### config.mk
export PLATFORM = sky130hd
export DESIGN_NAME = emw_fifo
export DESIGN_NICKNAME = d
export VERILOG_FILES = /design/src/rtl/core/assert_macros.svh /design/src/rtl/core/emw_pkg.sv /design/src/rtl/core/emw_fifo.sv
export SDC_FILE = /design/constraint.sdc
export NUM_CORES = 1
export LEC_CHECK = 0
export ABC_CLOCK_PERIOD_IN_PS = 2100
export BUFFER_PORTS_ARGS = -buffer_cell sky130_fd_sc_hd__buf_2
export CAP_MARGIN = 20
export CORE_MARGIN = 2
export CORE_UTILIZATION = 45
export CTS_CLUSTER_DIAMETER = 100
export DETAILED_ROUTE_END_ITERATION = 6
export HOLD_SLACK_MARGIN = 0.12
export PLACE_DENSITY = 0.65
export SYNTH_ARGS = -nofsm -noshare
export SYNTH_HDL_FRONTEND = slang
export SYNTH_SLANG_ARGS = --single-unit
### constraint.sdc
create_clock -name clk_i -period 2.1 [get_ports clk_i]
set_input_delay 0.315 -clock clk_i [delete_from_list [all_inputs] [get_ports clk_i]]
set_output_delay 0.315 -clock clk_i [all_outputs]
set_load 0.005 [all_outputs]
### src/rtl/core/assert_macros.svh
// Assertion helpers shared by the echo core.
// ASSERT_PROP checks a property on every rising edge outside reset.
// ASSERT_NEVER checks that an expression is never true outside reset.
`ifndef ASSERT_MACROS_SVH
`define ASSERT_MACROS_SVH
`ifndef SYNTH
`define ASSERT_PROP(lbl, clk, rst_n, prop, msg) \
  lbl: assert property (@(posedge clk) disable iff (!rst_n) prop) else $error(msg);
`define ASSERT_NEVER(lbl, clk, rst_n, expr, msg) \
  lbl: assert property (@(posedge clk) disable iff (!rst_n) !(expr)) else $error(msg);
`else
`define ASSERT_PROP(lbl, clk, rst_n, prop, msg)
`define ASSERT_NEVER(lbl, clk, rst_n, expr, msg)
`endif
`endif

### src/rtl/core/emw_pkg.sv
`timescale 1ns / 1ps
`default_nettype none

package emw_pkg;

  // sample ports on the top level
  localparam int unsigned NUM_PORTS = 8;

  localparam int unsigned DEF_MAX_DELAY_FRAMES = 16384;
  localparam int unsigned DEF_CHANNELS         = 8;
  localparam int unsigned DEF_SAMPLE_BITS      = 16;

  // register field widths
  localparam int unsigned DLY_W      = 15;
  localparam int unsigned CC_W       = 4;
  localparam int unsigned DECAY_W    = 16;
  localparam int unsigned CFG_IDX_W  = 2;
  localparam int unsigned CFG_DATA_W = 16;

  typedef enum logic [CFG_IDX_W-1:0] {
    REG_DELAY    = 2'd0,
    REG_CHANNELS = 2'd1,
    REG_DECAY    = 2'd2,
    REG_MUTED    = 2'd3
  } emw_reg_e;

  localparam logic [DLY_W-1:0]   RST_DELAY    = 15'd14400;
  localparam logic [CC_W-1:0]    RST_CHANNELS = 4'd2;
  localparam logic [DECAY_W-1:0] RST_DECAY    = 16'd16384;
  localparam logic               RST_MUTED    = 1'b0;

  // Q1.15 gain
  localparam int unsigned        GAIN_W    = 17;
  localparam int unsigned        FRAC_BITS = 15;
  localparam logic [DECAY_W-1:0] DECAY_ONE = 16'h8000;
  localparam logic [GAIN_W-1:0]  GAIN_ONE  = 17'h08000;

  // front-to-back queue
  localparam int unsigned QUEUE_DEPTH = 4;
  localparam int unsigned QCNT_W      = $clog2(QUEUE_DEPTH + 1);
  localparam int unsigned QPTR_W      = $clog2(QUEUE_DEPTH);

  typedef struct packed {
    logic                 use_store;
    logic                 frame_valid;
    logic                 tail_drained;
    logic [NUM_PORTS-1:0] lane_en;
  } emw_ctrl_t;

  typedef struct packed {
    logic              empty;
    logic              full;
    logic [QCNT_W-1:0] count;
  } emw_qstat_t;

endpackage

`default_nettype wire

### src/rtl/core/emw_fifo.sv
`timescale 1ns / 1ps
`default_nettype none

module emw_fifo
  import emw_pkg::*;
#(
  parameter int unsigned WIDTH = 8
) (
  input  logic             clk_i,
  input  logic             rst_ni,
  input  logic             push_i,
  input  logic [WIDTH-1:0] wdata_i,
  input  logic             pop_i,
  output logic [WIDTH-1:0] rdata_o,
  output emw_qstat_t       stat_o
);

  localparam logic [QPTR_W-1:0] LastPtr = QPTR_W'(QUEUE_DEPTH - 1);

  logic [WIDTH-1:0]  mem_q [QUEUE_DEPTH];
  logic [QPTR_W-1:0] wptr_q, rptr_q;
  logic [QCNT_W-1:0] count_q;

  always_ff @(posedge clk_i or negedge rst_ni) begin
    if (!rst_ni) begin
      wptr_q  <= '0;
      rptr_q  <= '0;
      count_q <= '0;
    end else begin
      if (push_i) begin
        wptr_q <= (wptr_q == LastPtr) ? '0 : wptr_q + QPTR_W'(1);
      end
      if (pop_i) begin
        rptr_q <= (rptr_q == LastPtr) ? '0 : rptr_q + QPTR_W'(1);
      end
      count_q <= count_q + QCNT_W'(push_i) - QCNT_W'(pop_i);
    end
  end

  always_ff @(posedge clk_i) begin
    if (push_i) begin
      mem_q[wptr_q] <= wdata_i;
    end
  end

  assign rdata_o      = mem_q[rptr_q];
  assign stat_o.empty = (count_q == '0);
  assign stat_o.full  = (count_q == QCNT_W'(QUEUE_DEPTH));
  assign stat_o.count = count_q;

endmodule

`default_nettype wire

# Word level (Yosys, flattened, before mapping)
# Memory sizes are Yosys's and may differ from the RTL's.
# Cells that the tools add are included.
# op_classes
n_addsub,4
eq_ne,3
muxes,4
n_reduce_logical,1
# ops
cell,n
$add A2 B1 Y2 const B,2
$eq A2 B2 Y1 const B,2
$mux W2,2
$add A3 B1 Y3,1
$eq A3 B3 Y1 const B,1
$logic_not A3 Y1,1
$sub A3 B1 Y3,1
$mux W1,2
# totals
regBits,7
ramBits,32
inputBits,12
out_inout_bits,13
word_cells,16
n_memories,1
# memory_table
memory,depth,word_bits,read_ports,rd_ports_with_merged_regs,write_ports,line_no,text
mem_q,4,8,1,0,1,emw_fifo.sv:20,logic [WIDTH-1:0] mem_q [QUEUE_DEPTH];

# Depth between registers and ports, before layout
# depth
word_depth,2
depth_mapped,7
depth_no_buf,7

# Least setup slack after synthesis
# Ideal clock, no wire load.
# synth_timing
path_kind,register -> register
from,reg count_q[0]
to,reg count_q[2]
setup_ns,0.123
t_arrival_ns,1.498
t_required_ns,1.977
setup_slack_ns,0.478
path_stages_with_launch,8
path_buffers,0
period_less_slack_ns,1.622
path_cell_list,dfrtp_1 inv_1 ha_1 inv_1 ha_1 fa_1 xnor2_1 xnor2_1
# synth_between
elab_chain_cells,2
# synth_lines
element,line_no,text
from (decl),emw_fifo.sv:22,logic [QCNT_W-1:0] count_q;
from (signal assigned),emw_fifo.sv:36,count_q <= count_q + QCNT_W'(push_i) - QCNT_W'(pop_i);
$add A3 B1 Y3,emw_fifo.sv:36,
$sub A3 B1 Y3,emw_fifo.sv:36,
# No other way between the ends.
# A chain may end at the register's enable or synchronous reset.

# Final worst setup path
# layout_timing
from,reg rptr_q[0]
to,out rdata_o[4]
# layout_between
elab_chain_cells,1
# layout_lines
element,line_no,text
from (decl),emw_fifo.sv:21,"logic [QPTR_W-1:0] wptr_q, rptr_q;"
from (signal assigned),emw_fifo.sv:34,rptr_q <= (rptr_q == LastPtr) ? '0 : rptr_q + QPTR_W'(1);
$mem_v2 Z4 W8,-,
to (decl),emw_fifo.sv:14,"output logic [WIDTH-1:0] rdata_o,"
# No other way between the ends.

==> flow_summary.json <==
{
  "status": "finished clean",
  "cts_tree": "done",
  "grt_pass1_wl_um": 3690,
  "gp_congestion": 0.667,
  "drt_iter0_markers": 36,
  "clock_latency_ns": 0.33,
  "synthDominantCellAreaShare_pct": 61.4,
  "rsz0062_at_grt": "no",
  "worstHoldStart": "wdata_i[2]",
  "fin_cells": 155,
  "drv_slew": 0,
  "clock-sinks": 39,
  "hold_viol": 0,
  "route.detailed.drc": 0,
  "path_buf_inv": 1,
  "max_slew_margin_pct": 70.6,
  "diodes": 0,
  "synth_seq_cells": 39,
  "maxCapViolations": 0,
  "clockBufferDepth": 2,
  "grt_usage_pct": 13.2,
  "synth_fp_nets": 98,
  "synth.area.mux_share_pct": 12.9,
  "post_dp_cell_area_sq_um": 1730,
  "routed_wl_um": 2400,
  "path_delay_family": "flip-flops",
  "grt_pass1_vias": 768,
  "crit_fanout": 11,
  "fmax_mhz": 518,
  "io_pins": 25,
  "hold_class": "input port to register",
  "tightest_slew_ns": 0.442,
  "setup.worst_path.class": "register to primary output",
  "core_sq_um": 3340,
  "drive_above_1_share_pct": 38.5,
  "num_rows": 21,
  "start_util_pct": 46.9,
  "rr_startpoint": "count_q[0]$_DFF_PN0_",
  "synthSimpleGateAreaFrac_pct": 3.36,
  "powerDensity_nw_per_um2": 1320,
  "ys_top_cells_by_area": "edfxtp_1 (61%), mux4_2 (12%), dfrtp_1 (11%)",
  "grt_max_degree": 13,
  "io_buffers": 24,
  "setup_viol": 0,
  "nNetsFinal": 128,
  "ys_warn_count": 0,
  "avgRoutedWirePerCell_um": 15.5,
  "worstRegToRegCells": 7,
  "skew_ns": 0.00546,
  "synth_top_cell_by_area": "edfxtp_1",
  "post-route-period-util_pct": 91.8,
  "cp_slowest_cell": "dfrtp_2",
  "setup_ws_ns": 0.171,
  "irDropWorstVdd_mv": 0.807,
  "setup_tns_ns": 0,
  "grt-ovfl-total": 0,
  "cts_root_buffer": "clkbuf_4",
  "post_cts.repair.setup_buffers": 0,
  "die_x_um": 63.0,
  "synth_seq_area_share_pct": 72.6,
  "netlist_area_sq_um": 1570,
  "cts_max_level": 2,
  "clk_pin_slew_ns": 0.11,
  "synth_compound_area_share_pct": 0.639,
  "ys_types": 17,
  "r2r_end": "count_q[2]$_DFF_PN0_",
  "synth_top_family_by_area": "multiplexers",
  "area_growth_pct": 17.5,
  "worstPathRequired_ns": 1.78,
  "crit_chain": "mux4_2, buf_2",
  "vias": 761,
  "total_power_mw": 2.42,
  "die_area_sq_um": 3970,
  "fp.dieH_um": 63.0,
  "placed_cells": 146,
  "worstHoldPathCells": 1,
  "synth-xor-area-share_pct": 1.12,
  "arrival_ns": 1.61,
  "numCtsBuffers": 5,
  "via_per_inst": 4.91,
  "power_leakage_nw": 0.709,
  "period_minus_slack_ns": 1.93,
  "syn_area_per_cell_sq_um": 20.1,
  "cp-end-kind": "primary output",
  "finalInstanceArea_sq_um": 1840,
  "dp_slack_ns": 0.333,
  "worstSetupStartpointType": "register",
  "ant_nets": 0,
  "rrSetupSlack_ns": 0.42,
  "utilization_pct": 55.1,
  "dpl.hpwl_um": 1580,
  "first_pass_iters": 4,
  "min_to": "mem_q[1][2]$_DFFE_PP_",
  "netlist_instances": 78,
  "slowest_delay_ns": 0.59,
  "antenna_found_initial": 0,
  "synthAdderAreaFrac_pct": 6.87,
  "whs_ns": 0.189
}
-- registers in the layout (all words and copies together), names as in the netlist --
name,flops
rptr_q,2
mem_q,32
count_q,3
wptr_q,2
-- per-layer routing --
layer / wire [um] / vias up / GRT usage (%)
met3: 108 / 2 / 5.77
met1: 995 / 389 / 14.8
li1: - / 355 / -
met2: 1280 / 15 / 22.3
met5: 0 / - / 0
met4: 15 / 0 / 5.00
-- logic make-up (layout without fill, tap and decap cells) --
logic type               Yosys count  after routing
adder cells (fa/ha/maj)            8              8
multiplexers                      10             10
buffers and inverters              8             39
AND/OR/NAND/NOR                    9              9
AO/OA/AOI/OAI                      2              2
flip-flops                        39             39
XOR/XNOR                           2              2
-- cell usage after synthesis (all sizes together) --
master	instances
dfrtp	7
ha	7
edfxtp	32
inv	6
mux2	2
and3	1
buf	2
xnor2	2
mux4	8
nor2	1
nor3	1
and2	4
or3b	1
nand2	1
fa	1
o21ai	2
-- final cells by class --
type,instances,area [sq um]
Tap cell,46,57.6
Clock inverter,2,60.1
Inverter,6,22.5
Sequential cell,39,1140
Multi-Input combinational cell,31,390
Timing Repair Buffer,25,130
Fill cell,288,1500
Clock buffer,6,41.3
-- repair_timing --
action                                  in CTS  in global routing
endpoints found under the hold margin        7                  0
gates resized for setup                      1                  0
endpoints found under the setup margin       8                  0
hold buffers                                 1                  0
-- worst max-delay path by stage --
stage / cells after the start / slack (ns) / from / endpoint
final: 2 / 0.17 / rptr_q[0]$_DFFE_PN0P_ / rdata_o[4]
after detailed placement: 2 / 0.33 / rptr_q[0]$_DFFE_PN0P_ / rdata_o[5]
after global placement: 2 / 0.33 / rptr_q[0]$_DFFE_PN0P_ / rdata_o[5]
after global routing: 2 / 0.06 / rptr_q[0]$_DFFE_PN0P_ / rdata_o[5]
after floorplan: 7 / 0.48 / count_q[0]$_DFF_PN0_ / count_q[2]$_DFF_PN0_
after CTS: 2 / 0.13 / rptr_q[0]$_DFFE_PN0P_ / rdata_o[4]
-- where the power goes --
part           total, mW  switching [mW]  leakage, nW  internal (mW)
clock              0.600           0.229       0.0525          0.372
sequential          1.17           0.152        0.376           1.02
combinational      0.648           0.272        0.281          0.376
total               2.42           0.653        0.709           1.77
-- placed cells by master, fill, tap and decap left out --
master	n
xnor2_1	2
dfrtp_1	6
or3b_1	1
inv_1	6
fa_1	1
and2_1	4
clkbuf_4	5
nor2_1	1
buf_2	24
clkbuf_1	1
dlygate4sd3_1	1
edfxtp_1	32
nor3_1	1
nand2_1	1
mux2_2	2
bufinv_16	2
and3_1	1
o21ai_0	2
dfrtp_2	1
ha_1	7
mux4_2	8
Power figures use the tool's default switching activity.
