`config.mk`:
```
export PLATFORM = sky130hd
export DESIGN_NAME = emw_back
export DESIGN_NICKNAME = d
export VERILOG_FILES = /design/src/rtl/core/assert_macros.svh /design/src/rtl/core/emw_pkg.sv /design/src/rtl/core/emw_back.sv
export SDC_FILE = /design/constraint.sdc
export NUM_CORES = 2
export LEC_CHECK = 0
export BUFFER_PORTS_ARGS = -buffer_cell sky130_fd_sc_hd__buf_4
export CELL_PAD_IN_SITES_DETAIL_PLACEMENT = 0
export CELL_PAD_IN_SITES_GLOBAL_PLACEMENT = 1
export CORE_ASPECT_RATIO = 1.2
export CORE_MARGIN = 2
export CORE_UTILIZATION = 50
export DETAILED_ROUTE_END_ITERATION = 10
export PLACE_DENSITY = 0.82
export SLEW_MARGIN = 25
export SYNTH_ARGS = -nofsm -noshare
export SYNTH_HDL_FRONTEND = slang
export SYNTH_SLANG_ARGS = --single-unit
```
`constraint.sdc`:
```
create_clock -name clk_i -period 23.8 [get_ports clk_i]
set_clock_uncertainty 0.2 [all_clocks]
set_input_delay 4.76 -clock clk_i [delete_from_list [all_inputs] [get_ports clk_i]]
set_output_delay 4.76 -clock clk_i [all_outputs]
set_load 0.01 [all_outputs]
```
`src/rtl/core/assert_macros.svh`:
```
// Assertion helpers shared by the echo core.
// ASSERT_PROP checks a property on every rising edge outside reset.
// ASSERT_NEVER checks that an expression is never true outside reset.
`ifndef ASSERT_MACROS_SVH
`define ASSERT_MACROS_SVH
`ifndef SYNTH
`define ASSERT_PROP(lbl, clk, rst_n, prop, msg) \
  lbl: assert property (@(posedge clk) disable iff (!rst_n) prop) else $error(msg);
`define ASSERT_NEVER(lbl, clk, rst_n, expr, msg) \
  lbl: assert property (@(posedge clk) disable iff (!rst_n) !(expr)) else $error(msg);
`else
`define ASSERT_PROP(lbl, clk, rst_n, prop, msg)
`define ASSERT_NEVER(lbl, clk, rst_n, expr, msg)
`endif
`endif

```
`src/rtl/core/emw_pkg.sv`:
```
`timescale 1ns / 1ps
`default_nettype none

package emw_pkg;

  // sample ports on the top level
  localparam int unsigned NUM_PORTS = 8;

  localparam int unsigned DEF_MAX_DELAY_FRAMES = 16384;
  localparam int unsigned DEF_CHANNELS         = 8;
  localparam int unsigned DEF_SAMPLE_BITS      = 16;

  // register field widths
  localparam int unsigned DLY_W      = 15;
  localparam int unsigned CC_W       = 4;
  localparam int unsigned DECAY_W    = 16;
  localparam int unsigned CFG_IDX_W  = 2;
  localparam int unsigned CFG_DATA_W = 16;

  typedef enum logic [CFG_IDX_W-1:0] {
    REG_DELAY    = 2'd0,
    REG_CHANNELS = 2'd1,
    REG_DECAY    = 2'd2,
    REG_MUTED    = 2'd3
  } emw_reg_e;

  localparam logic [DLY_W-1:0]   RST_DELAY    = 15'd14400;
  localparam logic [CC_W-1:0]    RST_CHANNELS = 4'd2;
  localparam logic [DECAY_W-1:0] RST_DECAY    = 16'd16384;
  localparam logic               RST_MUTED    = 1'b0;

  // Q1.15 gain
  localparam int unsigned        GAIN_W    = 17;
  localparam int unsigned        FRAC_BITS = 15;
  localparam logic [DECAY_W-1:0] DECAY_ONE = 16'h8000;
  localparam logic [GAIN_W-1:0]  GAIN_ONE  = 17'h08000;

  // front-to-back queue
  localparam int unsigned QUEUE_DEPTH = 4;
  localparam int unsigned QCNT_W      = $clog2(QUEUE_DEPTH + 1);
  localparam int unsigned QPTR_W      = $clog2(QUEUE_DEPTH);

  typedef struct packed {
    logic                 use_store;
    logic                 frame_valid;
    logic                 tail_drained;
    logic [NUM_PORTS-1:0] lane_en;
  } emw_ctrl_t;

  typedef struct packed {
    logic              empty;
    logic              full;
    logic [QCNT_W-1:0] count;
  } emw_qstat_t;

endpackage

`default_nettype wire

```
`src/rtl/core/emw_back.sv`:
```
`timescale 1ns / 1ps
`default_nettype none

module emw_back
  import emw_pkg::*;
#(
  parameter int unsigned CHANNELS    = DEF_CHANNELS,
  parameter int unsigned SAMPLE_BITS = DEF_SAMPLE_BITS,
  localparam int unsigned LW = CHANNELS * SAMPLE_BITS
) (
  input  logic                                  clk_i,
  input  logic                                  rst_ni,
  input  logic [DECAY_W-1:0]                    decay_i,
  input  emw_qstat_t                            qstat_i,
  input  emw_ctrl_t                             ctrl_i,
  input  logic [LW-1:0]                         x_i,
  input  logic [LW-1:0]                         d_i,
  output logic                                  pop_o,
  output logic                                  out_valid_o,
  input  logic                                  out_ready_i,
  output logic [NUM_PORTS-1:0][SAMPLE_BITS-1:0] out_o,
  output logic                                  frame_valid_o,
  output logic                                  tail_drained_o
);

  localparam int unsigned PW = SAMPLE_BITS + GAIN_W + 1;
  localparam int unsigned SW = SAMPLE_BITS + 1;
  localparam logic signed [SAMPLE_BITS-1:0] SatMax = {1'b0, {(SAMPLE_BITS-1){1'b1}}};
  localparam logic signed [SAMPLE_BITS-1:0] SatMin = {1'b1, {(SAMPLE_BITS-1){1'b0}}};

  logic [GAIN_W-1:0] gain;
  logic              o_ready, m_adv;

  logic                          m_valid_q, m_fv_q, m_td_q;
  logic signed [PW-1:0]          m_prod_q [CHANNELS];
  logic signed [PW-1:0]          m_prod_d [CHANNELS];
  logic signed [SAMPLE_BITS-1:0] m_x_q    [CHANNELS];

  logic                          out_valid_q, out_fv_q, out_td_q;
  logic signed [SAMPLE_BITS-1:0] out_q    [CHANNELS];
  logic signed [SAMPLE_BITS-1:0] out_d    [CHANNELS];

  assign gain = (decay_i > DECAY_ONE) ? GAIN_ONE : GAIN_W'(decay_i);

  assign o_ready = !out_valid_q || out_ready_i;
  assign m_adv   = !m_valid_q || o_ready;
  assign pop_o   = !qstat_i.empty && m_adv;

  // multiply stage: delayed sample times gain, lane by lane
  always_comb begin
    logic signed [SAMPLE_BITS-1:0] d_l;
    for (int l = 0; l < CHANNELS; l++) begin
      d_l = (ctrl_i.use_store && ctrl_i.lane_en[l]) ?
            $signed(d_i[l*SAMPLE_BITS +: SAMPLE_BITS]) : '0;
      m_prod_d[l] = PW'(d_l) * PW'($signed({1'b0, gain}));
    end
  end

  // floor shift, add input, saturate
  always_comb begin
    logic signed [PW-1:0]          sh;
    logic signed [SAMPLE_BITS-1:0] sc;
    logic signed [SW-1:0]          sum;
    for (int l = 0; l < CHANNELS; l++) begin
      sh  = m_prod_q[l] >>> FRAC_BITS;
      sc  = $signed(sh[SAMPLE_BITS-1:0]);
      sum = SW'(m_x_q[l]) + SW'(sc);
      if (sum[SW-1] != sum[SW-2]) begin
        out_d[l] = sum[SW-1] ? SatMin : SatMax;
      end else begin
        out_d[l] = $signed(sum[SAMPLE_BITS-1:0]);
      end
    end
  end

  always_ff @(posedge clk_i or negedge rst_ni) begin
    if (!rst_ni) begin
      m_valid_q   <= 1'b0;
      out_valid_q <= 1'b0;
    end else begin
      if (m_adv) begin
        m_valid_q <= pop_o;
      end
      if (o_ready) begin
        out_valid_q <= m_valid_q;
      end
    end
  end

  always_ff @(posedge clk_i) begin
    if (pop_o) begin
      m_fv_q <= ctrl_i.frame_valid;
      m_td_q <= ctrl_i.tail_drained;
      for (int l = 0; l < CHANNELS; l++) begin
        m_prod_q[l] <= m_prod_d[l];
        m_x_q[l]    <= $signed(x_i[l*SAMPLE_BITS +: SAMPLE_BITS]);
      end
    end
    if (o_ready && m_valid_q) begin
      out_fv_q <= m_fv_q;
      out_td_q <= m_td_q;
      for (int l = 0; l < CHANNELS; l++) begin
        out_q[l] <= out_d[l];
      end
    end
  end

  always_comb begin
    for (int l = 0; l < NUM_PORTS; l++) begin
      out_o[l] = '0;
    end
    for (int l = 0; l < CHANNELS; l++) begin
      out_o[l] = out_q[l];
    end
  end

  assign out_valid_o    = out_valid_q;
  assign frame_valid_o  = out_fv_q;
  assign tail_drained_o = out_td_q;

endmodule

`default_nettype wire

```
Yosys cells after proc, flatten, opt, wreduce, memory -nomap -nowiden
Memories as Yosys holds them, arrays and structs flattened.
Cells that the tools add are included.

word-level totals
  input port bits = 291
  logic and storage cells = 78
  flip-flop bits (word level) = 6
  memories kept = 3
  output and inout bits = 132
  memory bits (writable) = 528

memory list
  name      words  width  rd ports  clocked after Yosys merged registers in  wr ports  RTL line        RTL
  m_prod_q  8      34     8         0                                        8         emw_back.sv:35  logic signed [PW-1:0] m_prod_q [CHANNELS];
  m_x_q     8      16     8         0                                        8         emw_back.sv:37  logic signed [SAMPLE_BITS-1:0] m_x_q [CHANNELS];
  out_q     8      16     8         0                                        8         emw_back.sv:40  logic signed [SAMPLE_BITS-1:0] out_q [CHANNELS];

operators by class
  reduce and logical (&&, ||, !) cells = 15
  multiplexer cells = 29
  $add $sub $neg = 8
  equal/unequal tests = 8
  order comparisons = 1
  multipliers = 8

operators with widths
  cell                                         number
  two-way mux 16 bit                           25
  multiplier 16 x 17 -> 33 bit                 8
  adder 16 x 16 -> 17 bit                      8
  > comparator 16 bit (second input constant)  1
  logical AND 1 bit                            10
  inequality test 1 bit                        8
  two-way mux 1 bit                            4
  zero test 1 bit                              3
  logical OR 1 bit                             2

Logic depth before layout (Yosys ltp)
  word-level depth = 6
  gate-level depth with buffers = 30
  mapped depth without buffers = 28

Least setup slack after synthesis
No wires, ideal clock.

  kind = input-to-output
  from = input out_ready_i
  to = output pop_o
  arrival time = 17.348 ns
  stages = 2
  path buffers = 0
  slack = 1.492 ns
  cell sequence = nor2b_1 a21oi_1

between the ends
  longest elaborated chain between the ends = 3

RTL lines
  item                RTL line        RTL
  start: declaration  emw_back.sv:20  input logic out_ready_i,
  logical OR 1 bit    emw_back.sv:45  assign o_ready = !out_valid_q || out_ready_i;
  logical OR 1 bit    emw_back.sv:46  assign m_adv = !m_valid_q || o_ready;
  logical AND 1 bit   emw_back.sv:47  assign pop_o = !qstat_i.empty && m_adv;
  end: declaration    emw_back.sv:18  output logic pop_o,

No other way between the ends.

==> out/results.tsv <==
stage	metric	value	unit
logic_synthesis	Main synth FF type	edfxtp_1	
clock_network	post-CTS sizing	0	
logic_synthesis	most instantiated library cell after synthesis	inv_1	
logic_synthesis	YS warnings	0	
place	DP Worst Slack	10.07	ns
sta	Final period util	55.56	%
critical_path	crit start category	input pin	
die	core area	162400	µm²
power_and_ir_drop	Sw Share	39.82	%
sta	Max Freq	75.62	MHz
logic_synthesis	Async SR Flop Fraction	0.5128	%
sta	unrepaired setup endpoints after global routing	false	
routing	DRC	0	
logic_synthesis	synth cell count leaders	1963 x inv_1, 1552 x fa_1, 1218 x nand2_1	
run_status	status	finished, final reports clean	
clock_network	CTS tree	done	
die	initial core utilization	50.27	%
die	die area	166500	µm²
logic_synthesis	Mapped Cells	8922	
logic_synthesis	Synth Cell Area	81620	µm²
routing	drt pass-1 iters	6	
final_layout	Multi-input gate area	61180	µm²
sta	Slew headroom	31.64	%
clock_network	clk sinks	390	
critical_path	Worst EP required	24.00	ns
logic_synthesis	post-synthesis sequential area ratio	14.34	%
routing	Post-Route WL	234.8	mm
final_layout	count of non-filler cells in the finished layout	11217	
power_and_ir_drop	Int Pwr	1954	µW
clock_network	hold_buf cts	0	
logic_synthesis	top cell type's share of synthesized area	38.06	%
logic_synthesis	number of enable flip-flop cells after synthesis	388	
clock_network	clock buffer depth	3	
final_layout	Finished Core Util	54.33	%
sta	Least-Margin Pin Slew	1.011	ns
clock_network	H-tree Lvls	2	
routing	detailed-route via count	61348	
sta	Setup TNS	0	ns
clock_network	CTS root buf	clkbuf_16	
power_and_ir_drop	Comb power frac	47.1	%
critical_path	critical path fanouts, max	56	
place	dpl hpwl	177.2	mm
logic_synthesis	Yosys top cell by area	fa_1	
sta	final setup margin	10.58	ns
place	DP Cell Count	11123	
global_route	largest net degree at the start of global routing	122	
power_and_ir_drop	Peak VDD IR	59.88	µV
final_layout	register area	11700	µm²
final_layout	share of cells above drive strength 1	6.698	%
sta	fin. max-slew vios	0	
place	number of port buffers	418	
die	io pins	423	
routing	routed len/inst	20.93	µm
place	Placed Area	86600	µm²
final_layout	fillers	14655	
job	max cap viols	0	
global_route	global-route wire length before repair	372.4	mm
global_route	grt ovf	0	
die	die extent in y	446.6	µm
power_and_ir_drop	Sequential Power Share	29.5	%
clock_network	clk_lat worst skew	0.66	ns
power_and_ir_drop	Leak Pwr	0.04497	µW
clock_network	CTS clk-pin slew, worst paths	0.05	ns
logic_synthesis	Synth Net Count	11757	
logic_synthesis	#FFs+latches synth	390	
global_route	initial antenna violation count	19	
power_and_ir_drop	Psw	1293	µW
power_and_ir_drop	Clk pwr share	23.4	%
power_and_ir_drop	pwr dens	36.81	nW/µm²
sta	Final Hold Vio Count	0	
routing	via/cell ratio	5.469	
critical_path	Crit. End Element	flop	
routing	DRT iter0 DRCs	4101	
routing	antenna-violating nets left	0	
sta	final setup fails	0	
global_route	gr usage total	28.99	%
place	Final GP Congestion	0.9003	
sta	Tmin final	13.22	ns
clock_network	setup bufs post-CTS	0	
critical_path	CP Class	input pin to flop	
die	Die Wd	372.8	µm
hold_path	Hold Path Class	flop to flop	
logic_synthesis	synth unique cells	70	
logic_synthesis	top cells by area, synth	fa_1 38%, ha_1 15%, edfxtp_1 14%	
logic_synthesis	syn avg cell area	9.149	µm²
final_layout	Area growth syn-to-layout	8.077	%
final_layout	# nets final	11876	
critical_path	arrival time worst endpoint	13.43	ns
final_layout	post-route cell area	88220	µm²
clock_network	total CTS buffers	48	
die	# rows	162	
global_route	vias in the first global route	66516	
-- power by group through the flow --
stage | registers (µW) | clock network (µW) | logic [µW]
final | 958 | 760 | 1530
after floorplan | 1000 | 0 | 982
after global placement | 971 | 0 | 1480
after CTS | 960 | 788 | 1530
after global routing | 968 | 810 | 1710
after detailed placement | 971 | 0 | 1510
-- flip-flops by register name, summed over array words and instances (netlist names) --
register,count
frame_valid_o,1
m_fv_q,1
m_prod_q,128
m_td_q,1
m_valid_q,1
m_x_q,128
out_q,128
out_valid_o,1
tail_drained_o,1
-- final timing paths --
path                                        endpoint                       start  depth (start not counted)  slack (ns)
max                        m_prod_q[1][64]$_DFFE_PP_                  ctrl_i[10]                         26       10.58
min reg2reg                 tail_drained_o$_DFFE_PP_            m_td_q$_DFFE_PP_                          0        0.22
min                         tail_drained_o$_DFFE_PP_            m_td_q$_DFFE_PP_                          0        0.22
max in group asynchronous      m_valid_q$_DFFE_PN0N_                      rst_ni                          1       19.65
max reg2reg                   out_q[1][61]$_DFFE_PP_  m_prod_q[1][119]$_DFFE_PP_                         11       19.68
min in group asynchronous    out_valid_o$_DFFE_PN0P_                      rst_ni                          1        3.66
-- placed cells by master, fill, tap and decap left out, types with 8 or more instances in the layout --
cell type,synthesis,final
nor2b_4,0,11
xnor2_1,171,171
nor2b_1,46,35
o21a_1,31,31
nand3_1,101,101
buf_4,0,478
a21o_1,73,73
clkbuf_16,0,48
xor2_1,81,81
clkinv_2,0,8
a211oi_1,12,12
a31oi_1,29,29
maj3_1,13,13
nor2_1,1029,1029
o21bai_1,11,11
diode_2,0,8
a21boi_0,8,8
inv_1,1963,1963
o211ai_1,20,20
o31ai_1,17,17
or3_1,17,17
fa_1,1552,1552
a211o_1,13,13
clkinv_1,7,14
ha_1,992,992
nand2b_1,43,32
o21ai_1,28,28
a21oi_1,206,205
o21ai_0,102,102
and3_1,120,120
nand2b_4,0,9
nor3_1,43,43
and2_1,69,64
edfxtp_1,388,388
nand2_1,1218,1214
nand4_1,22,22
-- kinds of logic after synthesis --
| logic type | synth area share, % |
|---|---|
| simple gates | 13.95 |
| fa+ha+maj | 53.43 |
| buf+inv | 10.96 |
| compound gates | 4.622 |
| flops | 14.34 |
| xor+xnor | 2.704 |
-- per-layer routing --
layer / global-route usage, % / wire length [µm] / vias to the layer above
met5: 0 / 152 / -
met4: 11.40 / 10530 / 24
met3: 4.949 / 19510 / 532
met2: 48.46 / 111200 / 2464
met1: 37.69 / 93330 / 31037
li1: - / - / 27291
-- metrics by stage --
stage          power, µW  hold slack, ns
6_report            3247          0.2185
5_1_grt             3491          0.2381
2_1_floorplan       1982          0.2003
4_1_cts             3281          0.2206
3_5_place_dp        2485          0.2070
3_3_place_gp        2456          0.2003
-- critical path, cell delays in order --
cell and delay [ns]:
buf_4 0.46, buf_4 0.64, and2_1 0.81, nand2_1 0.58, nor2_1 0.30, fa_1 0.43
inv_1 0.08, fa_1 0.44, fa_1 0.51, inv_1 0.05, fa_1 0.52, fa_1 0.50
inv_1 0.06, fa_1 0.48, inv_1 0.04, ha_1 0.32, a21o_1 0.17, a21o_1 0.17
a21o_1 0.18, a21oi_1 0.52, a31oi_1 0.31, o211ai_1 0.31, nor2_1 0.11, a211o_1 0.31
a21oi_1 0.19, xnor2_1 0.08
-- area by class of cell --
cell class,count,share of cell area (%)
Sequential cell,390,13.26
Timing Repair Buffer,482,4.149
Multi-Input combinational cell,6149,69.35
Clock buffer,52,1.379
Clock inverter,34,0.4269
Inverter,1970,8.382
Antenna cell,8,0.02269
Tap cell,2132,3.024
Power figures use the tool's default switching activity.
