## src/rtl/core/assert_macros.svh

```systemverilog
// Assertion helpers shared by the echo core.
// ASSERT_PROP checks a property on every rising edge outside reset.
// ASSERT_NEVER checks that an expression is never true outside reset.
`ifndef ASSERT_MACROS_SVH
`define ASSERT_MACROS_SVH
`ifndef SYNTH
`define ASSERT_PROP(lbl, clk, rst_n, prop, msg) \
  lbl: assert property (@(posedge clk) disable iff (!rst_n) prop) else $error(msg);
`define ASSERT_NEVER(lbl, clk, rst_n, expr, msg) \
  lbl: assert property (@(posedge clk) disable iff (!rst_n) !(expr)) else $error(msg);
`else
`define ASSERT_PROP(lbl, clk, rst_n, prop, msg)
`define ASSERT_NEVER(lbl, clk, rst_n, expr, msg)
`endif
`endif

```

## src/rtl/core/emw_pkg.sv

```systemverilog
`timescale 1ns / 1ps
`default_nettype none

package emw_pkg;

  // sample ports on the top level
  localparam int unsigned NUM_PORTS = 8;

  localparam int unsigned DEF_MAX_DELAY_FRAMES = 16384;
  localparam int unsigned DEF_CHANNELS         = 8;
  localparam int unsigned DEF_SAMPLE_BITS      = 16;

  // register field widths
  localparam int unsigned DLY_W      = 15;
  localparam int unsigned CC_W       = 4;
  localparam int unsigned DECAY_W    = 16;
  localparam int unsigned CFG_IDX_W  = 2;
  localparam int unsigned CFG_DATA_W = 16;

  typedef enum logic [CFG_IDX_W-1:0] {
    REG_DELAY    = 2'd0,
    REG_CHANNELS = 2'd1,
    REG_DECAY    = 2'd2,
    REG_MUTED    = 2'd3
  } emw_reg_e;

  localparam logic [DLY_W-1:0]   RST_DELAY    = 15'd14400;
  localparam logic [CC_W-1:0]    RST_CHANNELS = 4'd2;
  localparam logic [DECAY_W-1:0] RST_DECAY    = 16'd16384;
  localparam logic               RST_MUTED    = 1'b0;

  // Q1.15 gain
  localparam int unsigned        GAIN_W    = 17;
  localparam int unsigned        FRAC_BITS = 15;
  localparam logic [DECAY_W-1:0] DECAY_ONE = 16'h8000;
  localparam logic [GAIN_W-1:0]  GAIN_ONE  = 17'h08000;

  // front-to-back queue
  localparam int unsigned QUEUE_DEPTH = 4;
  localparam int unsigned QCNT_W      = $clog2(QUEUE_DEPTH + 1);
  localparam int unsigned QPTR_W      = $clog2(QUEUE_DEPTH);

  typedef struct packed {
    logic                 use_store;
    logic                 frame_valid;
    logic                 tail_drained;
    logic [NUM_PORTS-1:0] lane_en;
  } emw_ctrl_t;

  typedef struct packed {
    logic              empty;
    logic              full;
    logic [QCNT_W-1:0] count;
  } emw_qstat_t;

endpackage

`default_nettype wire

```

## src/rtl/core/emw_front.sv

```systemverilog
`timescale 1ns / 1ps
`default_nettype none
`include "assert_macros.svh"

module emw_front
  import emw_pkg::*;
#(
  parameter int unsigned MAX_DELAY_FRAMES = DEF_MAX_DELAY_FRAMES,
  parameter int unsigned CHANNELS         = DEF_CHANNELS,
  parameter int unsigned SAMPLE_BITS      = DEF_SAMPLE_BITS,
  localparam int unsigned IW = (MAX_DELAY_FRAMES > 1) ? $clog2(MAX_DELAY_FRAMES) : 1,
  localparam int unsigned LW = CHANNELS * SAMPLE_BITS
) (
  input  logic                                   clk_i,
  input  logic                                   rst_ni,
  input  logic                                   cfg_we_i,
  input  logic [CFG_IDX_W-1:0]                   cfg_idx_i,
  input  logic [CFG_DATA_W-1:0]                  cfg_wdata_i,
  input  logic                                   in_valid_i,
  output logic                                   in_ready_o,
  input  logic                                   req_type_i,
  input  logic [NUM_PORTS-1:0][SAMPLE_BITS-1:0]  samples_i,
  output logic [DECAY_W-1:0]                     decay_o,
  input  emw_qstat_t                             qstat_i,
  output logic                                   push_o,
  output emw_ctrl_t                              push_ctrl_o,
  output logic [LW-1:0]                          push_x_o,
  output logic                                   ram_we_o,
  output logic                                   ram_re_o,
  output logic [IW-1:0]                          ram_addr_o,
  output logic [LW-1:0]                          ram_wdata_o
);

  localparam int unsigned CNT_W = $clog2(MAX_DELAY_FRAMES + 1);
  localparam int unsigned CMP_W = (CNT_W > DLY_W) ? CNT_W : DLY_W;
  localparam logic [CMP_W-1:0] MaxCmp = CMP_W'(MAX_DELAY_FRAMES);

  // configuration
  logic [DLY_W-1:0]   delay_q;
  logic [CC_W-1:0]    cc_q;
  logic [DECAY_W-1:0] decay_q;
  logic               muted_q;

  // ring state
  logic [IW-1:0]    idx_q, idx_d;
  logic [CNT_W-1:0] fill_q, fill_d;
  logic [CNT_W-1:0] tail_q, tail_d;
  logic [CC_W-1:0]  store_cc_q, store_cc_d;

  // read-issue stage
  logic          s1_valid_q;
  emw_ctrl_t     s1_ctrl_q, ctrl_d;
  logic [LW-1:0] s1_x_q, x_d;

  logic             accept, work;
  logic             cc_bad, cc_changed, clr;
  logic [CMP_W-1:0] eff_delay, dly_ext, n_ext;
  logic [IW-1:0]    idx_use, idx_next;
  logic [CNT_W-1:0] fill_use, fill_next;
  logic             use_store;
  logic [NUM_PORTS-1:0] lane_en;
  logic [LW-1:0]    wdata_d;

  always_ff @(posedge clk_i or negedge rst_ni) begin
    if (!rst_ni) begin
      delay_q <= RST_DELAY;
      cc_q    <= RST_CHANNELS;
      decay_q <= RST_DECAY;
      muted_q <= RST_MUTED;
    end else if (cfg_we_i) begin
      unique case (emw_reg_e'(cfg_idx_i))
        REG_DELAY:    delay_q <= cfg_wdata_i[DLY_W-1:0];
        REG_CHANNELS: cc_q    <= cfg_wdata_i[CC_W-1:0];
        REG_DECAY:    decay_q <= cfg_wdata_i[DECAY_W-1:0];
        REG_MUTED:    muted_q <= cfg_wdata_i[0];
        default: ;
      endcase
    end
  end

  assign decay_o = decay_q;

  // room for this item and the one already in the read stage
  assign in_ready_o = (({1'b0, qstat_i.count} + (QCNT_W + 1)'(s1_valid_q))
                       < (QCNT_W + 1)'(QUEUE_DEPTH));
  assign accept = in_valid_i && in_ready_o;

  assign dly_ext   = CMP_W'(delay_q);
  assign eff_delay = (delay_q == '0) ? CMP_W'(1) :
                     ((dly_ext > MaxCmp) ? MaxCmp : dly_ext);

  assign cc_bad     = (cc_q == '0) || (cc_q > CC_W'(CHANNELS));
  assign cc_changed = (store_cc_q != cc_q);
  assign clr        = !req_type_i && cc_changed;

  // a process item after a channel count change empties the store: index, fill and tail restart
  assign idx_use  = clr ? '0 : idx_q;
  assign fill_use = clr ? '0 : fill_q;

  assign n_ext    = CMP_W'(idx_use) + CMP_W'(1);
  assign idx_next = ((n_ext >= eff_delay) || (n_ext >= MaxCmp)) ? '0 : n_ext[IW-1:0];

  // entries below the fill count hold written data, the rest read as zero
  assign use_store = (CNT_W'(idx_use) < fill_use);
  assign fill_next = (CNT_W'(idx_use) == fill_use) ? (fill_use + CNT_W'(1)) : fill_use;

  always_comb begin
    for (int l = 0; l < NUM_PORTS; l++) begin
      lane_en[l] = (l < CHANNELS) && (CC_W'(l) < cc_q);
    end
  end

  always_comb begin
    work       = 1'b0;
    ctrl_d     = '0;
    x_d        = '0;
    wdata_d    = '0;
    idx_d      = idx_q;
    fill_d     = fill_q;
    tail_d     = tail_q;
    store_cc_d = store_cc_q;
    if (cc_bad || muted_q) begin
      ctrl_d.frame_valid  = !req_type_i;
      ctrl_d.tail_drained = 1'b1;
    end else if (req_type_i) begin
      if (cc_changed || (tail_q == '0)) begin
        ctrl_d.tail_drained = 1'b1;
      end else begin
        work                = 1'b1;
        ctrl_d.use_store    = use_store;
        ctrl_d.frame_valid  = 1'b1;
        ctrl_d.tail_drained = (tail_q == CNT_W'(1));
        ctrl_d.lane_en      = lane_en;
        idx_d               = idx_next;
        fill_d              = fill_next;
        tail_d              = tail_q - CNT_W'(1);
      end
    end else begin
      work                = 1'b1;
      ctrl_d.use_store    = use_store;
      ctrl_d.frame_valid  = 1'b1;
      ctrl_d.tail_drained = 1'b0;
      ctrl_d.lane_en      = lane_en;
      for (int l = 0; l < CHANNELS; l++) begin
        x_d[l*SAMPLE_BITS +: SAMPLE_BITS]     = lane_en[l] ? samples_i[l] : '0;
        wdata_d[l*SAMPLE_BITS +: SAMPLE_BITS] = samples_i[l];
      end
      idx_d      = idx_next;
      fill_d     = fill_next;
      tail_d     = eff_delay[CNT_W-1:0];
      store_cc_d = cc_q;
    end
  end

  always_ff @(posedge clk_i or negedge rst_ni) begin
    if (!rst_ni) begin
      idx_q      <= '0;
      fill_q     <= '0;
      tail_q     <= '0;
      store_cc_q <= '0;
      s1_valid_q <= 1'b0;
    end else begin
      s1_valid_q <= accept;
      if (accept) begin
        idx_q      <= idx_d;
        fill_q     <= fill_d;
        tail_q     <= tail_d;
        store_cc_q <= store_cc_d;
      end
    end
  end

  always_ff @(posedge clk_i) begin
    if (accept) begin
      s1_ctrl_q <= ctrl_d;
      s1_x_q    <= x_d;
    end
  end

  assign ram_we_o    = accept && work;
  assign ram_re_o    = accept && work;
  assign ram_addr_o  = idx_use;
  assign ram_wdata_o = wdata_d;

  assign push_o      = s1_valid_q;
  assign push_ctrl_o = s1_ctrl_q;
  assign push_x_o    = s1_x_q;

  `ASSERT_PROP(a_idx_within_fill, clk_i, rst_ni, CNT_W'(idx_q) <= fill_q, "index ahead of fill")
  `ASSERT_PROP(a_push_has_room, clk_i, rst_ni, s1_valid_q |-> !qstat_i.full, "queue overrun")
  `ASSERT_PROP(a_accept_pushes, clk_i, rst_ni, accept |=> s1_valid_q, "accepted item lost")
  `ASSERT_NEVER(a_tail_bound, clk_i, rst_ni, tail_q > CNT_W'(MAX_DELAY_FRAMES), "tail overflow")

endmodule

`default_nettype wire

```

## config.mk

```make
export PLATFORM = sky130hd
export DESIGN_NAME = emw_front
export DESIGN_NICKNAME = d
export VERILOG_FILES = /design/src/rtl/core/emw_pkg.sv /design/src/rtl/core/emw_front.sv
export VERILOG_INCLUDE_DIRS = /design/src /design/src/rtl/core
export SDC_FILE = /design/constraint.sdc
export NUM_CORES = 1
export LEC_CHECK = 0
export BUFFER_PORTS_ARGS = -buffer_cell sky130_fd_sc_hd__buf_2
export CAP_MARGIN = 20
export CORE_UTILIZATION = 34
export CTS_BUF_LIST = sky130_fd_sc_hd__clkbuf_8
export CTS_CLUSTER_SIZE = 14
export DETAILED_ROUTE_END_ITERATION = 8
export PLACE_DENSITY = 0.57
export SETUP_SLACK_MARGIN = 0.5
export SKIP_CTS_REPAIR_TIMING = 1
export SYNTH_ARGS = -nofsm -noshare
export SYNTH_HDL_FRONTEND = slang
export SYNTH_SLANG_ARGS = --single-unit
```

## constraint.sdc

```tcl
create_clock -name clk_i -period 11.7 [get_ports clk_i]
set_input_delay 1.17 -clock clk_i [delete_from_list [all_inputs] [get_ports clk_i]]
set_output_delay 1.17 -clock clk_i [all_outputs]
set_load 0.02 [all_outputs]
```

* Yosys cells after proc, flatten, opt, wreduce, memory -nomap -nowiden *
Cells that the tools add are included.

cells by class
  add/sub/neg operators = 4
  muxes and demuxes = 22
  equality and inequality tests = 7
  bitwise gates (word level) = 10
  reductions and logical operators = 26
  order comparisons = 14

operator list
  cell                     number
  $mux W128                2
  $mux W15                 8
  $mux W14                 4
  $logic_not A15 Y1        2
  $reduce_or A3 Y1         8
  $lt A3 B4 Y1 const A     4
  $add A14 B1 Y15 const B  1
  $add A15 B1 Y15 const B  1
  $eq A14 B15 Y1           1
  $eq A15 B1 Y1 const B    1
  $ge A15 B15 Y1           1
  $ge A15 B15 Y1 const B   1
  $gt A15 B15 Y1 const B   1
  $lt A14 B15 Y1           1
  $sub A15 B1 Y15 const B  1
  $mux W11                 1
  $not A1 Y1               10
  $lt A1 B4 Y1 const A     2
  $lt A2 B4 Y1 const A     2
  $mux W8                  1
  $reduce_and A2 Y1        4
  $reduce_and A3 Y1        2
  $add A3 B1 Y4            1
  $eq A2 B2 Y1 const B     2
  12 further kinds         21

word-level totals
  word-level logic and storage cells = 104
  input bits = 156
  output and inout port bits = 301
  register bits = 224

* Longest topological paths before layout *
Gate-level depths: netlist of the first run.

  depth in word-level cells = 9
  gate-level depth with buffers = 19
  depth with buffers taken out = 16

* Worst setup path after synthesis of the first run *
Ideal clock, no wire load.

  path kind = input to output
  start = in qstat_i[0] (netlist bit)
  end = out ram_we_o
  arrival = 6328 ps
  cell stages on the path = 8
  slack = 4202 ps
  required time = 10530 ps
  path buffers = 3
  path through = a31oi_1 -> and2_1 -> and2_1 -> buf_2 -> o21ai_2 -> inv_2 -> clkbuf_1 -> buf_4

between the ends
  cells in the longest elaborated chain, start to end = 4

RTL lines
  element              RTL line         source
  start: declaration   emw_front.sv:24  input emw_qstat_t qstat_i,
  $add A3 B1 Y4        emw_front.sv:84  assign in_ready_o = (({1'b0, qstat_i.count} + (QCNT_W + 1)'(s1_valid_q))
  $lt A4 B3 Y1         emw_front.sv:85  < (QCNT_W + 1)'(QUEUE_DEPTH));
  $logic_and A1 B1 Y1  emw_front.sv:86  assign accept = in_valid_i && in_ready_o;
  via accept           emw_front.sv:55  logic accept, work;
  $logic_and A1 B1 Y1  n/a
  end: declaration     emw_front.sv:28  output logic ram_we_o,

The timed path passes the listed nets, and every way through them passes these cells.

* Worst setup path after layout of the first run *
  start = in req_type_i
  end = reg idx_q[13]

between the ends
  cells in the longest elaborated chain, start to end = 9
  elaborated cells between the ends (all ways) = 12
  those cells by class = add/sub: 1; order compare: 2; eq/ne: 1; mux: 4; reduce/logical: 4

RTL lines
  element                 RTL line          source
  start: declaration      emw_front.sv:21   input logic req_type_i,
  $logic_not A1 Y1        emw_front.sv:94   assign clr = !req_type_i && cc_changed;
  $logic_and A1 B1 Y1     emw_front.sv:94
  $mux W14                emw_front.sv:97   assign idx_use = clr ? '0 : idx_q;
  $add A14 B1 Y15         emw_front.sv:100  assign n_ext = CMP_W'(idx_use) + CMP_W'(1);
  $ge A15 B15 Y1          emw_front.sv:101  assign idx_next = ((n_ext >= eff_delay) || (n_ext >= MaxCmp)) ? '0 : n_ext[IW-1:0];
  $logic_or A1 B1 Y1      emw_front.sv:101
  $mux W14                emw_front.sv:101
  $mux W14                emw_front.sv:126  if (cc_changed || (tail_q == '0)) begin
  $mux W14                emw_front.sv:125  end else if (req_type_i) begin
  end signal: assignment  emw_front.sv:165  idx_q <= idx_d;
  end: declaration        emw_front.sv:45   logic [IW-1:0] idx_q, idx_d;

Several ways; a longest one is shown, not always the timed one. The select of a mux whose other input is x is not followed.
A chain may end at the register's enable or synchronous reset.

==> results of run 1 <==
## power groups by stage
stage | Combinational (mW) | Sequential, mW | Clock, mW
final | 0.644 | 0.988 | 0.713
after global routing | 0.702 | 0.998 | 0.768
after detailed placement | 0.645 | 1.00 | 0
after global placement | 0.637 | 1.00 | 0
after floorplan | 0.370 | 1.03 | 0
after CTS | 0.646 | 0.988 | 0.737
## cell usage in the layout, fill, tap and decap left out, types with 8 or more instances in the layout
cell,n
a21oi_1,18
a22o_1,10
and2_1,33
and3_1,135
buf_2,453
buf_4,17
clkbuf_8,46
clkinv_1,8
dfrtp_1,79
edfxtp_1,139
ha_1,33
inv_1,45
mux2_2,35
nand2_1,95
nand3_1,18
nand4_1,12
nor2_1,63
nor2b_1,83
nor3_1,10
nor4_1,11
o21ai_0,13
o21ai_1,12
xor2_1,15
## per-stage QoR
stage / utilization / power, mW / worst slack [ps] / hold WS [ps]
2_1_floorplan: - / 1.401 / 4202 / 465.3
3_3_place_gp: 0.4277 / 1.637 / 6211 / 477.6
3_5_place_dp: 0.4280 / 1.646 / 6118 / 484.1
4_1_cts: 0.4518 / 2.371 / 6684 / 455.0
5_1_grt: 0.4521 / 2.468 / 6261 / 469.3
6_report: 0.4522 / 2.345 / 6690 / 481.1
## worst max-delay path: stages
cell and delay (ps):
buf_2 300, clkinv_2 380, o41ai_4 120, buf_4 390, nand2_1 160, inv_1 140, ha_1 330, nand3_1 130
xor2_1 160, nor2_1 120, ha_1 260, a21o_1 160, a211o_1 280, a41oi_1 200, o21ai_0 110, a21o_1 280
nor3_2 540, a22o_1 230
## state kept, by name (all words and copies together), names as in the netlist
signal       flops
cc_q             4
decay_o         16
delay_q         15
fill_q          15
idx_q           14
muted_q          1
push_ctrl_o     11
push_o           1
push_x_o       128
store_cc_q       4
tail_q          15
## cells in the mapped netlist (5+ instances only)
library cell,n
mux2_2,35
a21o_1,7
a221oi_1,7
dfstp_2,6
and3_1,135
nor2b_1,83
nor4_1,11
buf_2,5
nand2_1,95
nand4_1,12
inv_1,32
xnor2_1,6
nor3_1,11
a21oi_1,18
nor2_1,65
xor2_1,15
and2_1,34
o21ai_1,12
o21ai_0,13
edfxtp_1,139
nand3_1,18
a22o_1,10
ha_1,33
dfrtp_1,79
clkbuf_1,53
## cell families after synthesis
logic type / after synthesis / share of synthesized area
mux: 41 / 0.04088
simple gates: 486 / 0.2383
buf+inv: 95 / 0.03450
compound gates: 105 / 0.06810
fa+ha+maj: 33 / 0.03696
flops: 224 / 0.5647
xor+xnor: 21 / 0.01647
## routing by layer
| layer | vias to the layer above | GRT usage |
|---|---|---|
| li1 | 4539 | - |
| met1 | 4749 | 0.3091 |
| met2 | 364 | 0.3751 |
| met3 | 86 | 0.06970 |
| met4 | 2 | 0.06867 |
| met5 | - | 0 |
## how the worst max path moves through the flow
stage | startpoint | to | slack (ps) | cells past startpoint
detailed placement | req_type_i | idx_q[7] | 6120 | 18
floorplan | qstat_i[0] | ram_we_o | 4200 | 8
finish | req_type_i | idx_q[13] | 6690 | 18
global placement | req_type_i | idx_q[13] | 6210 | 18
global route | req_type_i | idx_q[13] | 6260 | 18
CTS | req_type_i | idx_q[13] | 6680 | 18
## cell type report
type                       instances  area (um2)  share of cell area
timing repair buffer             471        2406              0.1640
clock buffer                      46       633.1             0.04314
tap                              442       553.0             0.03769
multi-input combinational        686        4506              0.3070
sequential                       224        6309              0.4299
antenna                            2       5.005           0.0003411
inverter                          33       125.1            0.008527
clock inverter                    31       137.6            0.009379
==> results.txt, run 1 <==
The tree is rooted in a clkbuf_8. The clock sink count is about 220. The cell area power density came out at about 160 nW/um2. Dividing the detail-routed via count by the number of cells gives ~5.0. For this run, the number of Yosys warnings is 0. The power share of the combinational group is 0.275. The initial utilization of the core area, before any placement, comes to 0.3442.

In this run the worst path has a maximum fanout of 37. The minimum period implied by the final worst setup slack came out at 5010 ps. The switching power as a share of total power came out at 0.3546.

The worst clock skew is 24.80 ps. The total clock buffers created by CTS came out at 42. The cell count after synthesis came out at 1005. The worst setup path is captured at a flip-flop.

The total met2 wirelength after detailed routing came out at 19180 um. The class of the most critical setup path is input port to flip-flop. The overall die height is 183.3 um. In the final layout, the share of cells above drive strength 1 is 0.3930. The site row count is 66. In the post-synthesis netlist, the biggest area contributors are edfxtp_1 37%, dfrtp_1 18%, and3_1 7.6%. The clock tree from TritonCTS is yes. The total placed cells including tap cells is roughly 1900. In the routed design, unresolved DRC markers number 0.

The number of nets at the end of the flow is 1647. The flow ran to the end, and the final reports show no timing, DRC or antenna violations. From left edge to right edge, the die measures 183.3 um. The synthesized netlist net count is 1194. The clock transition at the registers of the reported paths is ~60 ps. The sum of negative setup slack is 0 ps. The residual antenna-violating net count after detailed routing came out at 0. The arrival time at the worst endpoint is between 5000 and 6000 ps.

The share of total power dissipated in sequential elements is 0.421. The pin count of the biggest net entering global routing is 124. Detailed routing placed a total of 3273 um of wire on met3. The setup check on the worst reg-to-reg path leaves a slack of 6910 ps. For the worst flop-to-flop path, the logic depth is 17.

The maximum level of the CTS H-tree came out at 2. The core region is 32450 um2. The number of global-route vias before repair came to 8850. The leakage component of the power came out at 7.411 nW. The last weighted congestion value of the routability-driven placer is 0.9610. The post-detailed-placement half-perimeter wirelength came out at 30920 um. The wire length of the first global-routing pass is between 50000 and 60000 um. The number of synthesized register bits is between 200 and 250.

STA classifies the critical path startpoint as an input port. The number of buffer cells added on primary ports is 454. The area enclosed by the die boundary is 33580 um2. Pin placement for this block handled 457 I/O pins. The routed wire length is a little over 40000 um. The share of total power in the clock network came out at 0.304. Measured against its own limit, the worst slew margin works out to 0.3167. The number of fillers in the final layout is ~3200. The overflow left after global routing came out at 0. The top metal layer carrying routed signals is met5. The total net switching power came out at slightly above 800 uW. The count of endpoints failing hold in the final timing report came to 0.

The total cell area at the placement stage came out at ~14000 um2. For the pin with the worst max-slew slack, the measured transition is 1025 ps. The most used flip-flop cell after synthesis is edfxtp_1. The initial antenna violation count came out at 6.

The share of the clock period used by the worst path after layout came out at 0.4282. The synthesized design contains 139 enable-type register cells. Of the post-synthesis cell area, the dominant cell type holds 0.3737. Counting flops with an async set or reset pin after synthesis yields a share of 0.3795.

The number of unique standard cell types used by synthesis is 61. After synthesis the cells add up to 11170 um2. Summed over all instances, the cell type with the most area after synthesis is edfxtp_1. The startpoint of the worst-slack reg-to-reg timing path is cc_q[1]. The proportion of synthesized chip area in sequential cells is 0.5647. The total of endpoints with negative setup slack in the final report is 0.

The clock latency reported for the late side of the worst-skew pair came out at approximately 550 ps. The number of standard cells in the layout, taps in and fillers out is 1935. Setup repair after global routing left no endpoint under its margin. The first TritonRoute pass finished after 5 iterations. In this run the worst hold path is classified as input port to async pin. In this run the mean area of a mapped cell was 11.12 um2. The maximum VDD drop is 0.09106 mV. For this run, the total global-route usage over all layers was measured as 0.2355.

For this run, the top clock speed supported by timing is about 200 MHz. The reg-to-reg critical path endpoint is idx_q[13]. The per-cell routed wire length is 21.27 um. Across the run, the number of max-cap violations was 0. The number of vias after detailed routing is around 9700.

With fillers left out, the area of the finished cells amounts to 14670 um2. The critical path data required time came out at ~12000 ps. The first-iteration detailed-routing DRC count came out at 623.

Compared with the post-synthesis result, the final layout area differs by 31.36%. The internal cell power came out at 1.513 mW. The maximum buffer depth of the clock tree came out at 3. The number of max-slew violations in the final report is 0.

The detailed router put a total of 17550 um of wire on met1.
(Power assumes the default switching activity.)
==> run 2, diff against run 1 <==
==> constraint.sdc (replaced) <==
create_clock -name clk_i -period 4.65 [get_ports clk_i]
set_input_delay 0.465 -clock clk_i [delete_from_list [all_inputs] [get_ports clk_i]]
set_output_delay 0.465 -clock clk_i [all_outputs]
set_load 0.02 [all_outputs]
==> results.txt, run 2 (synthesis gave the netlist of run 1 again) <==
The class of the most critical setup path is flip-flop to flip-flop. After floorplanning, the core was divided into between 60 and 70 placement rows. The critical path data required time came out at 5120 ps. The area of the multi-input gates came out at 4529 um2. The worst clock skew came out at 33.38 ps. Registers take 6309 um2.

In this run the vertical extent of the chip is 183.3 um. The vias per cell came out at 4.951. The worst path meets setup with 691.1 ps of slack. The maximum buffer depth of the clock tree came out at 3.

The wire length of the first global-routing pass came out at roughly 56000 um. The number of global-route vias before repair is 9038. The sum of negative setup slack is 0 ps.

The die covers 33580 um2. The signed area change from the synthesized netlist to the final layout is 33.21%. Power comes to between 6 and 7 mW. Of the total power, the clock network draws 0.312. For met1 alone, demand over resource in global routing was 0.2963. The residual antenna-violating net count after detailed routing is 0. The startpoint kind of the worst setup timing path is a flip-flop. The core footprint is 32450 um2. Port buffering added between 400 and 500 buffers. The total of endpoints with negative setup slack in the final report came out at 0. The routed wire length came out at 39260 um. The layer flagged by global routing as most heavily used is met2. The flow ran to the end, and the final reports show no timing, DRC or antenna violations. Internal power comes to 3.919 mW. The switching power as a share of total power is 0.3487.

The initial core utilization is 0.3442. The flip-flop count of the largest register, all copies and words added came out at 128. The total net switching power is 2.098 mW. The worst slew margin relative to its limit came out at 0.3444.

The total routing resource utilization after global routing came out at 0.2232. The clock net in this run drives a total of 224 sinks. The category of the worst setup path capture point is a flip-flop. The clock transition at the registers of the reported paths is 70 ps. The pin count of the biggest net entering global routing came out at 142. The last weighted congestion value of the routability-driven placer came out at 0.9419. Clock tree synthesis selected as its root buffer the cell clkbuf_8. Fill cells in the final layout number 3234. The number of vias after detailed routing came out at 9660. The clock tree from TritonCTS is yes.

The minimum period implied by the final worst setup slack is 3959 ps. The post-detailed-placement half-perimeter wirelength came out at 29450 um. The share of the clock period used by the worst path after layout is 0.8514.

The net count of the finished layout is 1661. The sequential group share of total power came out at 0.411. The detailed-route DRC error count is 0. The leakage component of the power came out at 7.499 nW. The first-iteration detailed-routing DRC count came out at 719.

The global-route met2 utilization came out at 0.3605. The routing usage on met3 is 0.05659. The maximum level of the CTS H-tree came out at 2. The initial antenna violation count came out at 4. Across the VDD grid, the largest voltage drop is 0.2407 mV. The number of max-slew violations in the final report is 0.

The count of endpoints failing hold in the final timing report is 0. The clock latency reported for the late side of the worst-skew pair came out at 560 ps. The per-cell routed wire length came out at 20.12 um. The power share of the combinational group is 0.278. The classification of the worst-slack hold path is input port to flip-flop. Setup repair after global routing could not meet its margin everywhere.

The fraction of final layout cells with drive strength greater than 1 came out at 0.4024. The overflow left after global routing came out at 0. The number of iterations in the first detailed-routing pass came out at 6.

The fmax is ~250 MHz. The slew at the pin with the worst max-slew slack came out at 979.8 ps. Prior to clock tree synthesis, the placed netlist has a worst setup slack of 562.5 ps.

The number of top-level design ports is ~460. The library cell used most frequently in the layout, excluding fill and tap cells, is buf_2. Leaving out fill and tap cells, the most frequent cells in the layout are 453 x buf_2, 139 x edfxtp_1, 135 x and3_1, 94 x nand2_1, 83 x nor2b_1. The post-route worst hold slack came out at 134.2 ps. The core utilization of the finished layout came out at 0.4585. The tool flagged a number of max-cap violations equal to 0. The horizontal extent of the die came out at between 150 and 200 um.

The total clock buffers created by CTS is 43. The largest fanout on the critical path is 9. Data arrives at the worst endpoint at 4430 ps.

The cell area power density came out at 404.3 nW/um2.
-- run 2: final timing paths --
check / cells after the start / end / start / slack [ps]
min: 2 / decay_o[15] / cfg_wdata_i[15] / 130
max in group asynchronous: 3 / decay_o[3] / rst_ni / 3170
min in group asynchronous: 2 / fill_q[9] / rst_ni / 450
max: 16 / idx_q[13] / cc_q[1] / 690
max reg2reg: 16 / idx_q[13] / cc_q[1] / 690
min reg2reg: 1 / decay_o[12] / decay_o[12] / 500
-- run 2: power groups by stage --
stage                     clock network [mW]  registers [mW]  logic [mW]
after floorplan                            0            2.59       0.935
after global routing                    2.03            2.49        1.81
after CTS                               1.94            2.47        1.64
after detailed placement                   0            2.51        1.63
final                                   1.88            2.47        1.67
after global placement                     0            2.50        1.61
-- run 2: metal layers --
| layer | vias up | part of all wire | routed length [um] |
|---|---|---|---|
| met5 | - | 0 | 0 |
| met4 | 0 | 0.021 | 808 |
| met3 | 60 | 0.078 | 3080 |
| met2 | 381 | 0.47 | 18440 |
| met1 | 4659 | 0.43 | 16940 |
| li1 | 4560 | - | - |
-- run 2: cell type report --
class	count	share of cell area
Sequential cell	224	0.4239
Multi-Input combinational cell	686	0.3044
Clock buffer	47	0.04347
Inverter	33	0.008408
Clock inverter	32	0.01177
Antenna cell	3	0.0005045
Timing Repair Buffer	484	0.1704
Tap cell	442	0.03716
-- run 2: critical path: stages (launching register included) --
cell	delay (ps)
dfstp_2	570
xor2_1	130
o41ai_4	460
and2_2	260
ha_2	260
nand3_1	110
xor2_1	160
nor2_1	130
ha_1	260
a21o_1	170
a211o_1	280
a41oi_1	180
o21ai_0	120
a21o_2	290
nor3_4	220
buf_12	150
a22o_1	120
-- run 2: metrics by stage --
step | cell area [um2] | std cells
2_1_floorplan | 11190 | 1005
3_3_place_gp | 13940 | 1860
3_5_place_dp | 13960 | 1862
4_1_cts | 14780 | 1941
5_1_grt | 14880 | 1951
6_report | 14880 | 1951
